<file path="src/hdl/smpq_pkg.sv">
// package for the sorted min priority queue: request and result types,
// operation codes and the per-cell control group. no dependencies.
`default_nettype none

package smpq_pkg;

    localparam int MONTH_W = 4;
    localparam int DAY_W   = 5;
    localparam int TAG_W   = 16;
    localparam int KEY_W   = MONTH_W + DAY_W;
    localparam int COUNT_W = 5;

    typedef enum logic [1:0] {
        FUNC_PUSH  = 2'd0,
        FUNC_POP   = 2'd1,
        FUNC_PEEK  = 2'd2,
        FUNC_SPARE = 2'd3
    } func_t;

    typedef struct packed {
        logic [1:0]         func;
        logic [MONTH_W-1:0] key_month;
        logic [DAY_W-1:0]   key_day;
        logic [TAG_W-1:0]   entry_tag;
    } in_t;

    typedef struct packed {
        logic               head_valid;
        logic [TAG_W-1:0]   head_tag;
        logic [MONTH_W-1:0] head_month;
        logic [DAY_W-1:0]   head_day;
        logic [COUNT_W-1:0] entry_count;
        logic               op_rejected;
    } out_t;

    typedef struct packed {
        logic [MONTH_W-1:0] month;
        logic [DAY_W-1:0]   day;
        logic [TAG_W-1:0]   tag;
    } entry_t;

    // control sent to every cell in the row each cycle
    typedef struct packed {
        logic push;      // accepted push that fits
        logic pop;       // accepted pop on a non-empty queue
        logic occupied;  // this cell holds a live entry
        logic at_tail;   // first free cell
    } cell_ctrl_t;

endpackage

`default_nettype wire

</file>
<file path="src/hdl/smpq_cell.sv">
// one slot of the sorted queue row: holds an entry, compares it with the
// incoming key and shifts toward either neighbor. depends on smpq_pkg.
`default_nettype none

module smpq_cell
    import smpq_pkg::*;
(
    input  wire logic       clk,
    input  wire cell_ctrl_t ctrl,
    input  wire entry_t     new_entry,
    input  wire logic       left_gt,
    input  wire entry_t     left_entry,
    input  wire entry_t     right_entry,
    output logic            gt,
    output entry_t          entry,
    output entry_t          entry_next
);

    entry_t entry_reg;

    // strictly larger key moves back, so equal keys keep arrival order
    assign gt = ctrl.occupied &&
                ({entry_reg.month, entry_reg.day} > {new_entry.month, new_entry.day});

    always_comb
    begin
        entry_next = entry_reg;
        if (ctrl.push)
        begin
            if (left_gt)
                entry_next = left_entry;
            else if (gt || ctrl.at_tail)
                entry_next = new_entry;
        end
        else if (ctrl.pop)
        begin
            entry_next = right_entry;
        end
    end

    always_ff @(posedge clk)
    begin
        entry_reg <= entry_next;
    end

    assign entry = entry_reg;

endmodule

`default_nettype wire

</file>
<file path="src/hdl/sorted_min_priority_queue_unit.sv">
// top level of the sorted min priority queue: a row of smpq_cell slots,
// the fill count and the result register. depends on smpq_pkg, smpq_cell.
//
// usage:
//   requests arrive on in_valid/in_ready/in_data (func, key_month, key_day,
//   entry_tag). func push inserts in key order (month, then day; equal keys
//   leave in arrival order), pop drops the head, peek and code 3 only report.
//   every request yields exactly one result on out_valid/out_ready/out_data:
//   the head after the request, the entry count and a reject flag (push to
//   a full queue, pop on an empty one; neither changes the queue).
// timing:
//   out_valid rises in the cycle after acceptance. one request per cycle
//   is taken as long as the result register is empty or is being drained
//   in the same cycle; the whole row of cells shifts together, so
//   the result register is the only limit.
// reset:
//   rst_n clears the fill count and the result valid; slot contents are
//   left as they are and only slots below the count are ever read.
// stall:
//   while out_ready is low a pending result holds and in_ready drops, so no
//   request is taken until the result is delivered.
`default_nettype none

module sorted_min_priority_queue_unit
    import smpq_pkg::*;
#(
    parameter int CAPACITY = 16
)
(
    input  wire logic clk,
    input  wire logic rst_n,
    input  wire logic in_valid,
    output logic      in_ready,
    input  wire in_t  in_data,
    output logic      out_valid,
    input  wire logic out_ready,
    output out_t      out_data
);

    localparam int CW = $clog2(CAPACITY + 1);

    logic [CW-1:0] count_reg;
    logic [CW-1:0] count_next;
    logic          out_valid_reg;
    out_t          out_data_reg;
    out_t          out_data_next;

    logic          accept;
    logic          is_push;
    logic          is_pop;
    logic          full;
    logic          empty;
    logic          do_push;
    logic          do_pop;
    logic          rejected;
    entry_t        new_entry;

    cell_ctrl_t    ctrl     [CAPACITY];
    logic          gt       [CAPACITY];
    entry_t        slot     [CAPACITY];
    entry_t        slot_nxt [CAPACITY];

    assign in_ready = !out_valid_reg || out_ready;
    assign accept   = in_valid && in_ready;
    assign is_push  = (in_data.func == FUNC_PUSH);
    assign is_pop   = (in_data.func == FUNC_POP);
    assign full     = (count_reg == CW'(CAPACITY));
    assign empty    = (count_reg == '0);
    assign do_push  = accept && is_push && !full;
    assign do_pop   = accept && is_pop && !empty;
    assign rejected = (is_push && full) || (is_pop && empty);

    assign new_entry.month = in_data.key_month;
    assign new_entry.day   = in_data.key_day;
    assign new_entry.tag   = in_data.entry_tag;

    always_comb
    begin
        for (int i = 0; i < CAPACITY; i++)
        begin
            ctrl[i].push     = do_push;
            ctrl[i].pop      = do_pop;
            ctrl[i].occupied = (CW'(i) < count_reg);
            ctrl[i].at_tail  = (CW'(i) == count_reg);
        end
    end

    for (genvar g = 0; g < CAPACITY; g++)
    begin : g_cell
        logic   l_gt;
        entry_t l_entry;
        entry_t r_entry;

        if (g == 0)
        begin : g_first
            assign l_gt    = 1'b0;
            assign l_entry = new_entry;
        end
        else
        begin : g_mid
            assign l_gt    = gt[g-1];
            assign l_entry = slot[g-1];
        end

        if (g == CAPACITY - 1)
        begin : g_last
            assign r_entry = slot[g];
        end
        else
        begin : g_inner
            assign r_entry = slot[g+1];
        end

        smpq_cell u_cell (
            .clk         (clk),
            .ctrl        (ctrl[g]),
            .new_entry   (new_entry),
            .left_gt     (l_gt),
            .left_entry  (l_entry),
            .right_entry (r_entry),
            .gt          (gt[g]),
            .entry       (slot[g]),
            .entry_next  (slot_nxt[g])
        );
    end

    always_comb
    begin
        count_next = count_reg;
        if (do_push)
            count_next = count_reg + CW'(1);
        else if (do_pop)
            count_next = count_reg - CW'(1);
    end

    always_comb
    begin
        out_data_next             = '0;
        out_data_next.entry_count = COUNT_W'(count_next);
        out_data_next.op_rejected = rejected;
        if (count_next != '0)
        begin
            out_data_next.head_valid = 1'b1;
            out_data_next.head_tag   = slot_nxt[0].tag;
            out_data_next.head_month = slot_nxt[0].month;
            out_data_next.head_day   = slot_nxt[0].day;
        end
    end

    always_ff @(posedge clk or negedge rst_n)
    begin
        if (!rst_n)
        begin
            count_reg     <= '0;
            out_valid_reg <= 1'b0;
        end
        else
        begin
            count_reg <= count_next;
            if (accept)
                out_valid_reg <= 1'b1;
            else if (out_ready)
                out_valid_reg <= 1'b0;
        end
    end

    always_ff @(posedge clk)
    begin
        if (accept)
            out_data_reg <= out_data_next;
    end

    assign out_valid = out_valid_reg;
    assign out_data  = out_data_reg;

`ifndef SYNTHESIS
    a_count_bound: assert property (@(posedge clk) disable iff (!rst_n)
        count_reg <= CW'(CAPACITY))
        else $error("fill count above capacity");

    a_result_follows: assert property (@(posedge clk) disable iff (!rst_n)
        accept |=> out_valid)
        else $error("accepted request gave no result");

    a_reject_holds_count: assert property (@(posedge clk) disable iff (!rst_n)
        (accept && rejected) |=> $stable(count_reg))
        else $error("rejected request changed the fill count");

    a_head_matches_count: assert property (@(posedge clk) disable iff (!rst_n)
        out_valid |-> (out_data.head_valid == (out_data.entry_count != '0)))
        else $error("head valid disagrees with entry count");
`endif

endmodule

`default_nettype wire
</file>
<file path="config.mk">
export PLATFORM = sky130hd
export DESIGN_NAME = sorted_min_priority_queue_unit
export DESIGN_NICKNAME = d
export VERILOG_FILES = /design/src/hdl/smpq_pkg.sv /design/src/hdl/smpq_cell.sv /design/src/hdl/sorted_min_priority_queue_unit.sv
export SDC_FILE = /design/constraint.sdc
export NUM_CORES = 1
export LEC_CHECK = 0
export BUFFER_PORTS_ARGS = -buffer_cell sky130_fd_sc_hd__buf_2
export CAP_MARGIN = 10
export CORE_UTILIZATION = 55
export DETAILED_ROUTE_END_ITERATION = 10
export PLACE_DENSITY = 0.73
export SETUP_SLACK_MARGIN = 0.4
export SLEW_MARGIN = 20
export SYNTH_ARGS = -nofsm -noshare
export SYNTH_HDL_FRONTEND = slang
export SYNTH_SLANG_ARGS = --single-unit
export TNS_END_PERCENT = 5
</file>
<file path="constraint.sdc">
create_clock -name clk -period 7.85 [get_ports clk]
set_input_delay 2.355 -clock clk [delete_from_list [all_inputs] [get_ports clk]]
set_output_delay 2.355 -clock clk [all_outputs]
set_load 0.01 [all_outputs]
</file>
Word level (Yosys, flattened, before mapping)
Cells that the tools add are included.
{ "word_totals": {"word_cells": 252, "rom_bits": 0, "register_bits": 438, "memories": 0, "latch_bits": 0, "input_bits": 31, "out_inout_bits": 34, "mem_bits_rw": 0} }
{ "op_classes": {"bitwise": 0, "mul": 0, "mux": 66, "addsub": 2, "div_mod_pow": 0, "magnitude_cmp": 32, "n_reduce_logical": 65, "shift": 0, "eq_ne": 31} }
{ "ops": {"columns": ["op", "n"], "rows": [
  ["2-to-1 mux 25 bit", 61],
  ["> comparator 9 bit", 16],
  ["!= test 3 x 1 -> 1 bit (second input constant)", 14],
  ["equality test 4 x 5 -> 1 bit (first input constant)", 8],
  ["< comparator 4 x 5 -> 1 bit (first input constant)", 8],
  ["AND reduction 2 bit", 15],
  ["2-to-1 mux 26 bit", 1],
  ["logical AND 1 bit", 23],
  ["equality test 3 x 5 -> 1 bit (first input constant)", 4],
  ["< comparator 3 x 5 -> 1 bit (first input constant)", 4],
  ["logical OR 1 bit", 18],
  ["equality test 2 x 5 -> 1 bit (first input constant)", 2],
  ["< comparator 1 x 5 -> 1 bit (first input constant)", 2],
  ["< comparator 2 x 5 -> 1 bit (first input constant)", 2],
  ["2-to-1 mux 5 bit", 2],
  ["nonzero test 2 bit", 3],
  ["adder 5 x 1 -> 5 bit (second input constant)", 1],
  ["equality test 1 x 5 -> 1 bit (first input constant)", 1],
  ["equality test 5 bit (second input constant)", 1],
  ["logical NOT 5 bit", 1],
  ["nonzero test 5 bit", 1],
  ["subtractor 5 x 1 -> 5 bit (second input constant)", 1],
  ["logical NOT 1 bit", 3],
  ["equality test 2 x 1 -> 1 bit (second input constant)", 1],
  ["2 further kinds", 3]
]} }

Longest topological paths before layout
Gate-level depths: netlist of run 1.
{ "depth": {"depth_word": 9, "ltp_mapped": 13, "depth_no_buf": 8} }

Cells and area by module
Synthesis of run 1 repeated with hierarchy kept, for this count alone.
{ "hier_totals": {"cells_unflattened": 4296, "area_unflattened_um2": 33323.2} }
{ "modules_own_cells": {"columns": ["module", "seq_area_each_um2", "cells_per_inst", "area_per_inst_um2", "instances"], "rows": [
  ["smpq_cell", 500.5, 257, 1950.6, 16],
  ["sorted_min_priority_queue_unit", 1111.1, 184, 2113.3, 1]
]} }

Least setup slack after synthesis of run 1
OpenSTA, ideal clock, no wires.
{ "synth_path": {"kind": "input to register", "start": "input port in_data[17] (netlist bit)", "end": "register g_cell[10].u_cell.entry_reg, in the netlist g_cell[10].u_cell.entry[0], enable pin", "setup_ps": 422, "stages": 9, "required_ps": 7428, "arrival_time_ps": 5741, "n_path_buf": 1, "slack_ps": 1687, "path_cell_list": "clkbuf_1 -> inv_1 -> ha_1 -> nor2b_1 -> o21a_1 -> o21ai_0 -> a211oi_1 -> o21ai_0 -> a41oi_1"} }
{ "synth_via": {"elab_chain_cells": 5, "word_cells_on_any_way": 7, "classes_between": "2 x order compare; 1 x eq/ne; 4 x reduce/logical"} }
{ "synth_rtl": {"columns": ["item", "line_no", "rtl"], "rows": [
  ["from (decl)", "sorted_min_priority_queue_unit.sv:34", "input wire in_t in_data,"],
  ["> comparator 9 bit", "smpq_cell.sv:23", "({entry_reg.month, entry_reg.day} > {new_entry.month, new_entry.day});"],
  ["logical AND 1 bit", "smpq_cell.sv:22", "assign gt = ctrl.occupied &&"],
  ["logical OR 1 bit", "smpq_cell.sv:32", "else if (gt || ctrl.at_tail)"],
  ["!= test 3 x 1 -> 1 bit (no line) (*)", null, null],
  ["AND reduction 2 bit (no line) (*)", null, null],
  ["to (signal assigned)", "smpq_cell.sv:43", "entry_reg <= entry_next;"],
  ["to (decl)", "smpq_cell.sv:19", "entry_t entry_reg;"]
]} }
Mark *: on every way between the ends. The rest lies on a longest branch, timed or not.
A chain may end at the register's enable or synchronous reset.

Worst setup path in the final report of run 1
{ "layout_path": {"start": "input port in_data[19] (netlist bit)", "end": "register g_cell[3].u_cell.entry_reg, in the netlist g_cell[3].u_cell.entry[4], enable pin"} }
{ "layout_via": {"elab_chain_cells": 5, "word_cells_on_any_way": 7, "classes_between": "2 x order compare; 1 x eq/ne; 4 x reduce/logical"} }
{ "layout_rtl": {"columns": ["item", "line_no"], "rows": [
  ["> comparator 9 bit", "smpq_cell.sv:23"],
  ["logical AND 1 bit", "smpq_cell.sv:22"],
  ["logical OR 1 bit", "smpq_cell.sv:32"],
  ["!= test 3 x 1 -> 1 bit (no line) (*)", null],
  ["AND reduction 2 bit (no line) (*)", null],
  ["to (signal assigned)", "smpq_cell.sv:43"],
  ["to (decl)", "smpq_cell.sv:19"]
]} }
Marks and branches as above.

==> flow_summary_export.csv, run 1 <==
group,metric,value,unit
status,status,"complete, no violations",
route,viasPerCell,6.36,
placement,dpl.hpwl,46.9,mm
global_route,use_met3,3.55,%
synthesis,syn_area,26200,µm²
finish,antenna_cells,0,
synthesis,ys.warnings.count,0,
synthesis,syn_inst,2490,
clock_network,clock-sinks,438,
die,fp.dieW,220,µm
synthesis,synth_top_cell_by_area,"edfxtp_1",
sta,slew_viol_final,0,
clock_network,clk_pin_slew,0.06,ns
route,dr_total_vias,19500,
clock_network,ctsResizeCount,0,
pwr,p_per_area,277,nW/µm²
sta,tns,0,ns
route,first_pass_iters,6,
pwr,peakVddDrop,219,µV
synthesis,synth_area_leaders,"edfxtp_1, mux2i_1, ha_1",
finish,multi_input_area,12400,µm²
synthesis,post_synth.cell_area_avg,10.5,µm²
pwr,p_leak,11.4,nW
sta,fin_crit,5.47,ns
route,post_drt_wl_per_cell,21.9,µm
synthesis,synth_nets,2670,
clock_network,cts_buffers,48,
critical_path,r2r_slack,3.53,ns
sta,slew_headroom,33.7,%
synthesis,synth-edff-count,407,
synthesis,ys_top_cells_by_count,"edfxtp_1, o21ai_0, nand2_1, mux2i_1",
critical_path,critPathCaptureType,"flop",
synthesis,ys.flop_type,"edfxtp_1",
sta,fin_worst_skew,0.0235,ns
hold_path,whs_path_depth,2,
hold_path,holdCritPathClass,"flop to flop",
route,drtIter0Drc,1664,
synthesis,yosysTopAreaCellShare,46.6,%
finish,drive_above_1_share,11.2,%
sta,hold_ws,0.525,ns
global_route,grtUsageMet1,38.1,%
critical_path,arrival,5.74,ns
clock_network,clk_path_buf_depth,3,
die,core_area,46800,µm²
placement,place_congestion,0.918,
clock_network,insertion_delay,0.61,ns
sta,timing_hold_violations_final,0,
finish,areaGrowthSynthToFinish,8.55,%
finish,seq_area,12900,µm²
placement,dp.cells,2980,
global_route,grt_pass1_vias,19300,
job,maxCapViolCount,0,
global_route,grt_use_total,27.7,%
clock_network,cts_tree,"done",
route,ant_nets,0,
critical_path,cp_max_fo,26,
finish,fin_nets,2603,
synthesis,async_flop_share,1.37,%
clock_network,cts_root_buf,"clkbuf_16",
critical_path,cp.required,8.12,ns
sta,tightest_slew,0.994,ns
synthesis,ys_seq_area_share,49.1,%
clock_network,cts_hold_buf,0,
sta,setup_viol,0,
sta,rsz0062_at_grt,"no",
route,wl,67.2,mm
global_route,antenna_found_initial,0,
global_route,overflow,0,
synthesis,synth_cell_types,61,
sta,finalCritPeriodShare,69.7,%
critical_path,start_kind,"input port",
clock_network,post-cts-setup-buffers,0,
critical_path,path_class,"input port to flop",
die,die_y,220,µm
die,die-area,48500,µm²
die,ioPinCount,65,
synthesis,synth_seq_cells,438,
clock_network,htree_levels,2,
finish,fillCellCount,3822,
global_route,top_usage_layer,"met2",
global_route,grt_start_max_net_pins,243,
synthesis,yosysMostFrequentCell,"edfxtp_1",
critical_path,rr_worst_depth,10,
global_route,grt_pass1_wl,106,mm
finish,largest_reg_flops,400,
finish,final_cells,3070,
route,drcViolationCount,0,
die,fp-row-count,79,
global_route,met2_usage,45.4,%
placement,portBuffers,64,
die,initial_core_util,56.0,%
sta,clock.fmax,0.183,GHz
==> final cells by class <==
| cell class | count | share of cell area, % |
|---|---|---|
| Clock buffer | 67 | 4.62 |
| Sequential cell | 438 | 45.3 |
| Tap cell | 607 | 2.67 |
| Clock inverter | 23 | 0.787 |
| Timing Repair Buffer | 109 | 2.40 |
| Inverter | 44 | 0.581 |
| Multi-Input combinational cell | 1782 | 43.7 |
==> power by group <==
part	total (mW)	leakage, nW	internal (mW)	switching [mW]
Combinational	2.43	6.60	0.965	1.47
Sequential	3.18	4.04	2.94	0.243
Clock	2.26	0.743	1.28	0.979
==> metal layers <==
metal  routed length [µm]  vias to the layer above
met4                 1720                        0
li1                     -                     9195
met1                29500                     9479
met3                 3980                      124
met5                    0                        -
met2                32000                      731
==> critical path: stages <==
cell     delay (ns)
buf_2          0.35
inv_1          0.55
ha_1           0.50
and4_1         0.21
a32oi_1        0.26
and2_1         0.75
nor2_1         0.20
a31oi_2        0.17
buf_4          0.35
==> logic make-up (layout without fill, tap and decap cells) <==
| kind of cell | count (synthesis) | in the layout | synth area share [%] |
|---|---|---|---|
| buffers and inverters | 270 | 243 | 4.39 |
| XOR/XNOR | 5 | 5 | 0.167 |
| AO/OA/AOI/OAI | 679 | 679 | 15.8 |
| adder cells (fa/ha/maj) | 149 | 149 | 7.11 |
| AND/OR/NAND/NOR | 612 | 612 | 10.3 |
| flip-flops | 438 | 438 | 49.1 |
| multiplexers | 337 | 337 | 13.1 |
==> cell usage in the layout (no fill, tap or decap), types with 21 or more instances in the layout <==
| cell | n |
|---|---|
| mux2_2 | 41 |
| nand3_1 | 77 |
| a21o_1 | 21 |
| ha_1 | 149 |
| o21ai_0 | 332 |
| buf_4 | 43 |
| nand4_1 | 45 |
| a22oi_1 | 26 |
| edfxtp_1 | 407 |
| mux2i_1 | 296 |
| nor2_1 | 107 |
| inv_1 | 42 |
| a31oi_1 | 77 |
| clkbuf_16 | 49 |
| a21oi_1 | 62 |
| nor2b_1 | 38 |
| o211ai_1 | 58 |
| dfxtp_1 | 25 |
| nand2_1 | 308 |
| buf_2 | 64 |
==> stage by stage <==
stage	utilization, %	cell area [µm²]	power (mW)	worst slack [ns]
detailed placement	57.5	26900	5.63	1.67
CTS	60.8	28400	7.87	2.29
global placement	57.5	26900	5.55	1.80
global route	60.8	28400	8.21	2.15
floorplan	-	26200	4.99	1.69
finish	60.8	28400	7.87	2.38
==> final timing paths <==
path | startpoint | endpoint
min in group asynchronous | rst_n | out_valid
worst max-delay path | in_data[19] | g_cell[3].u_cell.entry[4]
max in group asynchronous | rst_n | count_reg[3]
worst max register to register | count_reg[1] | out_data[28]
worst min-delay path | g_cell[15].u_cell.entry[8] | g_cell[14].u_cell.entry[8]
worst min register to register | g_cell[15].u_cell.entry[8] | g_cell[14].u_cell.entry[8]
Power figures use the tool's default switching activity.
==> run 2: changes to the inputs <==
Settings changed: PLACE_DENSITY 0.73 to 0.75.
Clock period 7.85 ns to 4.7 ns, I/O delays scaled along.
==> flow_summary_export.csv, run 2 (synthesized netlist as in run 1, its figures left out) <==
group,metric,value,unit
status,status,"complete, no violations",
critical_path,path_class,"input port to flop",
global_route,grt_start_max_net_pins,262,
critical_path,start_kind,"input port",
finish,seq_area,12900,µm²
pwr,power_frac_clock,28.7,%
placement,dp.cells,3008,
pwr,combPwrFrac,31.4,%
route,dr_total_vias,19600,
finish,drive_above_1_share,12.2,%
sta,fin_crit,4.07,ns
hold_path,hold_start,"g_cell[15].u_cell.entry[9]",
finish,final_common_cell,"edfxtp_1",
sta,clock.fmax,0.246,GHz
hold_path,hold_path_end,"g_cell[14].u_cell.entry[9]",
critical_path,r2r-end,"out_data[14]",
finish,largest_reg_flops,400,
placement,place_congestion,0.985,
sta,rsz0062_at_grt,"no",
die,fp.dieW,220,µm
route,drtIter0Drc,2048,
finish,fillCellCount,3648,
sta,tns,0,ns
sta,slew_headroom,35.8,%
job,maxCapViolCount,0,
critical_path,arrival,4.37,ns
clock_network,htree_levels,2,
die,ioPinCount,65,
critical_path,r2r_slack,1.05,ns
finish,final_util,61.6,%
pwr,p_int,8.78,mW
pwr,peakVddDrop,438,µV
finish,fin_nets,2631,
global_route,antenna_found_initial,1,
sta,setup_viol,0,
pwr,p_leak,11.6,nW
critical_path,rr_worst_depth,11,
die,fp-row-count,79,
route,first_pass_iters,6,
clock_network,clk_pin_slew,0.05,ns
clock_network,cts_hold_buf,0,
finish,final_cells,3097,
clock_network,clock-sinks,438,
clock_network,cts_tree,"done",
sta,slew_viol_final,0,
global_route,grt_pass1_vias,19600,
pwr,p_per_area,458,nW/µm²
hold_path,whs_path_depth,2,
clock_network,clk_path_buf_depth,3,
sta,hold_ws,0.516,ns
die,die-area,48500,µm²
route,viasPerCell,6.33,
route,ant_nets,0,
sta,tightest_slew,0.960,ns
global_route,overflow,0,
critical_path,cp_max_fo,20,
critical_path,critPathCaptureType,"flop",
placement,portBuffers,64,
pwr,power_switching,4.42,mW
sta,fin_worst_skew,0.0189,ns
critical_path,timing.rr.start,"count_reg[1]",
sta,timing_hold_violations_final,0,
finish,most-common-layout-cells,"edfxtp_1, o21ai_0, nand2_1",
die,core_area,46800,µm²
pwr,power_switching_share,33.5,%
clock_network,cts_buffers,48,
finish,areaGrowthSynthToFinish,9.95,%
finish,multi_input_area,12500,µm²
clock_network,cts_root_buf,"clkbuf_16",
sta,finalCritPeriodShare,86.6,%
critical_path,cp.required,5.00,ns
clock_network,ctsResizeCount,0,
global_route,grt_use_total,26.9,%
global_route,grt_pass1_wl,104,mm
route,wl,64.8,mm
clock_network,post-cts-setup-buffers,0,
die,die_y,220,µm
die,initial_core_util,56.0,%
hold_path,holdCritPathClass,"flop to flop",
route,drcViolationCount,0,
placement,dpl.hpwl,46.2,mm
route,post_drt_wl_per_cell,20.9,µm
clock_network,insertion_delay,0.60,ns
pwr,sequentialPowerShare,39.8,%
[run 2: area by class of cell]
class | count | area share [%]
clock buffers | 76 | 5.00
clock inverters | 12 | 0.508
flip-flops and latches | 438 | 44.7
inverters | 44 | 0.586
diodes | 1 | 0.00869
well taps | 607 | 2.64
repair buffers | 137 | 3.32
multi-input cells | 1782 | 43.3
[run 2: stage by stage]
stage | power, mW | setup slack [ns] | instance area, µm²
final | 13.2 | 0.630 | 28800
after global routing | 13.8 | 0.445 | 28800
after global placement | 9.24 | 0.173 | 27200
after detailed placement | 9.42 | 0.0837 | 27200
after CTS | 13.2 | 0.701 | 28800
after floorplan | 8.37 | 0.166 | 26400
[run 2: metal layers]
| metal | part of all wire [%] | vias up | GRT usage [%] |
|---|---|---|---|
| met5 | 0 | - | 0 |
| met4 | 2.6 | 0 | 9.24 |
| met3 | 6.4 | 129 | 3.26 |
| met2 | 47 | 812 | 43.7 |
| met1 | 44 | 9428 | 37.3 |
| li1 | - | 9247 | - |
[run 2: worst max path at each step]
stage | start | to | slack, ns | cells after the start
final | in_data[22] | g_cell[15].u_cell.entry[13] | 0.63 | 11
after CTS | in_data[22] | g_cell[15].u_cell.entry[15] | 0.70 | 11
after floorplan | in_data[22] | g_cell[15].u_cell.entry[0] | 0.17 | 10
after detailed placement | in_data[22] | g_cell[15].u_cell.entry[12] | 0.08 | 11
after global routing | in_data[22] | g_cell[15].u_cell.entry[12] | 0.45 | 11
after global placement | in_data[17] | g_cell[15].u_cell.entry[12] | 0.17 | 11
[run 2: worst max-delay path, cell delays in order]
cell and delay [ns]:
buf_2 0.33, inv_1 0.40, buf_4 0.29, ha_1 0.31
o21ai_0 0.09, a21oi_1 0.15, o211ai_1 0.14, a221oi_4 0.49
nor2_1 0.12, a21oi_2 0.39, buf_12 0.23
[run 2: power by group through the flow]
stage	Sequential, mW	Combinational (mW)	Clock, mW
global placement	5.31	3.93	0
global route	5.30	4.51	4.02
detailed placement	5.33	4.09	0
CTS	5.25	4.11	3.85
floorplan	5.21	3.16	0
finish	5.26	4.15	3.79
==> run 3: changes to the inputs <==
Settings changed: CORE_ASPECT_RATIO set to 2, RECOVER_POWER set to 25.
==> flow_summary_export.csv, run 3 (synthesized netlist as in run 1, its figures left out) <==
group,metric,value,unit
job,maxCapViolCount,1,
global_route,grt_pass1_vias,20200,
placement,dp.cells,3037,
placement,dpl.hpwl,52.9,mm
finish,drive_above_1_share,10.1,%
critical_path,r2r-end,"g_cell[4].u_cell.entry[17]",
route,ant_nets,0,
sta,fin_worst_skew,0.0318,ns
critical_path,cp_max_fo,25,
placement,place_congestion,1.01,
sta,setup_viol,0,
critical_path,cp.required,4.91,ns
clock_network,clock-sinks,438,
hold_path,whs_path_depth,2,
die,fp.dieW,156,µm
finish,final_common_cell,"edfxtp_1",
sta,finalCritPeriodShare,91.4,%
route,first_pass_iters,8,
finish,areaGrowthSynthToFinish,9.31,%
hold_path,hold_path_end,"g_cell[14].u_cell.entry[1]",
pwr,p_per_area,448,nW/µm²
finish,largest_reg_flops,400,
clock_network,post-cts-setup-buffers,0,
pwr,p_int,8.41,mW
sta,fin_crit,4.29,ns
global_route,grtUsageMet1,32.1,%
finish,fin_nets,2632,
critical_path,crit_chain,"buf_2 > inv_1 > clkbuf_1 > ha_1 > nand4_1 > nor2_1 > a22o_1 > a21oi_1 > nor2_1 > a21oi_2 > buf_4",
status,status,"finished with violations",
route,dr_total_vias,19800,
finish,most-common-layout-cells,"edfxtp_1, o21ai_0, nand2_1",
pwr,power_switching,4.42,mW
sta,setup_slack,0.405,ns
critical_path,timing.rr.start,"count_reg[1]",
finish,final_area,28600,µm²
sta,rsz0062_at_grt,"no",
critical_path,critPathCaptureType,"flop",
finish,seq_area,12900,µm²
global_route,antenna_found_initial,2,
critical_path,crit_top_cell,"nor2_1",
route,drtIter0Drc,1683,
sta,tns,0,ns
global_route,grt_pass1_wl,113,mm
global_route,overflow,0,
global_route,top_usage_layer,"met2",
clock_network,htree_levels,2,
finish,fillCellCount,3897,
clock_network,clk_pin_slew,0.06,ns
clock_network,clk_path_buf_depth,3,
sta,slew_viol_final,33,
sta,timing_hold_violations_final,0,
route,wl,72.3,mm
clock_network,cts_tree,"done",
critical_path,critPathMaxStageDelay,0.72,ns
route,post_drt_wl_per_cell,23.3,µm
critical_path,r2r_slack,0.59,ns
finish,multi_input_area,12400,µm²
clock_network,ctsResizeCount,0,
critical_path,arrival,4.51,ns
hold_path,holdCritPathClass,"flop to flop",
finish,final_cells,3110,
global_route,grt_start_max_net_pins,233,
die,fp-row-count,112,
pwr,peakVddDrop,412,µV
die,ioPinCount,65,
placement,dp_slack,0.174,ns
die,die_y,311,µm
status,violations,"capacitance limit, slew limit",
critical_path,path_class,"input port to flop",
pwr,sequentialPowerShare,41.4,%
hold_path,hold_start,"g_cell[15].u_cell.entry[1]",
die,initial_core_util,56.0,%
route,viasPerCell,6.37,
sta,tightest_slew,2.06,ns
placement,portBuffers,64,
pwr,p_leak,11.4,nW
pwr,power_switching_share,34.4,%
clock_network,cts_root_buf,"clkbuf_16",
clock_network,cts_hold_buf,0,
route,drcViolationCount,0,
die,die-area,48600,µm²
sta,slew_headroom,-37.3,%
critical_path,slowest_stage,"a21oi_1",
die,core_area,46800,µm²
global_route,use_met3,4.39,%
sta,clock.fmax,0.233,GHz
pwr,power_frac_clock,25.7,%
critical_path,rr_worst_depth,7,
clock_network,insertion_delay,0.58,ns
clock_network,cts_buffers,40,
global_route,grt_use_total,30.1,%
placement,post_dp_cell_area,27500,µm²
pwr,combPwrFrac,32.9,%
global_route,met2_usage,53.5,%
critical_path,start_kind,"input port",
run 3: cell types whose count changed in the layout (fill, tap and decap cells not counted), sizes merged:
cell	previous run	this run
clkbuf	76	108
inv	42	45
diode	1	2
clkinv	10	5
bufinv	2	1
buf	137	100
run 3: worst max path at each step:
stage                      from                           to  slack (ns)  cells after the start
global placement    in_data[21]  g_cell[12].u_cell.entry[11]        0.27                     10
CTS                 in_data[21]  g_cell[12].u_cell.entry[12]        0.75                     10
finish              in_data[21]   g_cell[13].u_cell.entry[6]        0.41                     11
global route        in_data[21]   g_cell[13].u_cell.entry[6]        0.29                     11
detailed placement  in_data[21]   g_cell[14].u_cell.entry[7]        0.17                     12
floorplan           in_data[22]   g_cell[15].u_cell.entry[0]        0.17                     10
run 3: layout make-up:
cell class                 count  share of cell area, %
timing repair buffer         146                   4.01
clock buffer                  62                   4.10
tap                          627                   2.74
clock inverter                 9                  0.371
inverter                      44                  0.590
multi-input combinational   1782                   43.2
antenna                        2                 0.0175
sequential                   438                   44.9
run 3: power groups by stage:
stage               logic (mW)  registers, mW  clock network [mW]
floorplan                 3.16           5.21                   0
global placement          4.09           5.35                   0
detailed placement        4.23           5.38                   0
CTS                       4.26           5.30                3.35
global route              4.57           5.36                3.48
finish                    4.22           5.32                3.30
run 3: worst max-delay path, delay by kind of cell:
family	cells	cell delay (ns)
AO/OA/AOI/OAI	3	1.06
adder cells (fa/ha/maj)	1	0.34
buffers and inverters	4	1.31
AND/OR/NAND/NOR	3	0.33
run 3: through the flow:
step / utilization (%) / power (mW) / hold slack [ns]
floorplan: - / 8.37 / 0.496
global placement: 58.8 / 9.45 / 0.504
detailed placement: 58.8 / 9.61 / 0.521
CTS: 61.5 / 12.9 / 0.527
global route: 61.2 / 13.4 / 0.560
finish: 61.2 / 12.8 / 0.523
run 3: routing by layer:
layer  wire length [µm]  part of all wire, %  vias up
met5                  0                    0        -
li1                   -                    -     9254
met4               5600                  7.7        0
met1              25700                   35     9572
met3               3480                  4.8      287
met2              37600                   52      708
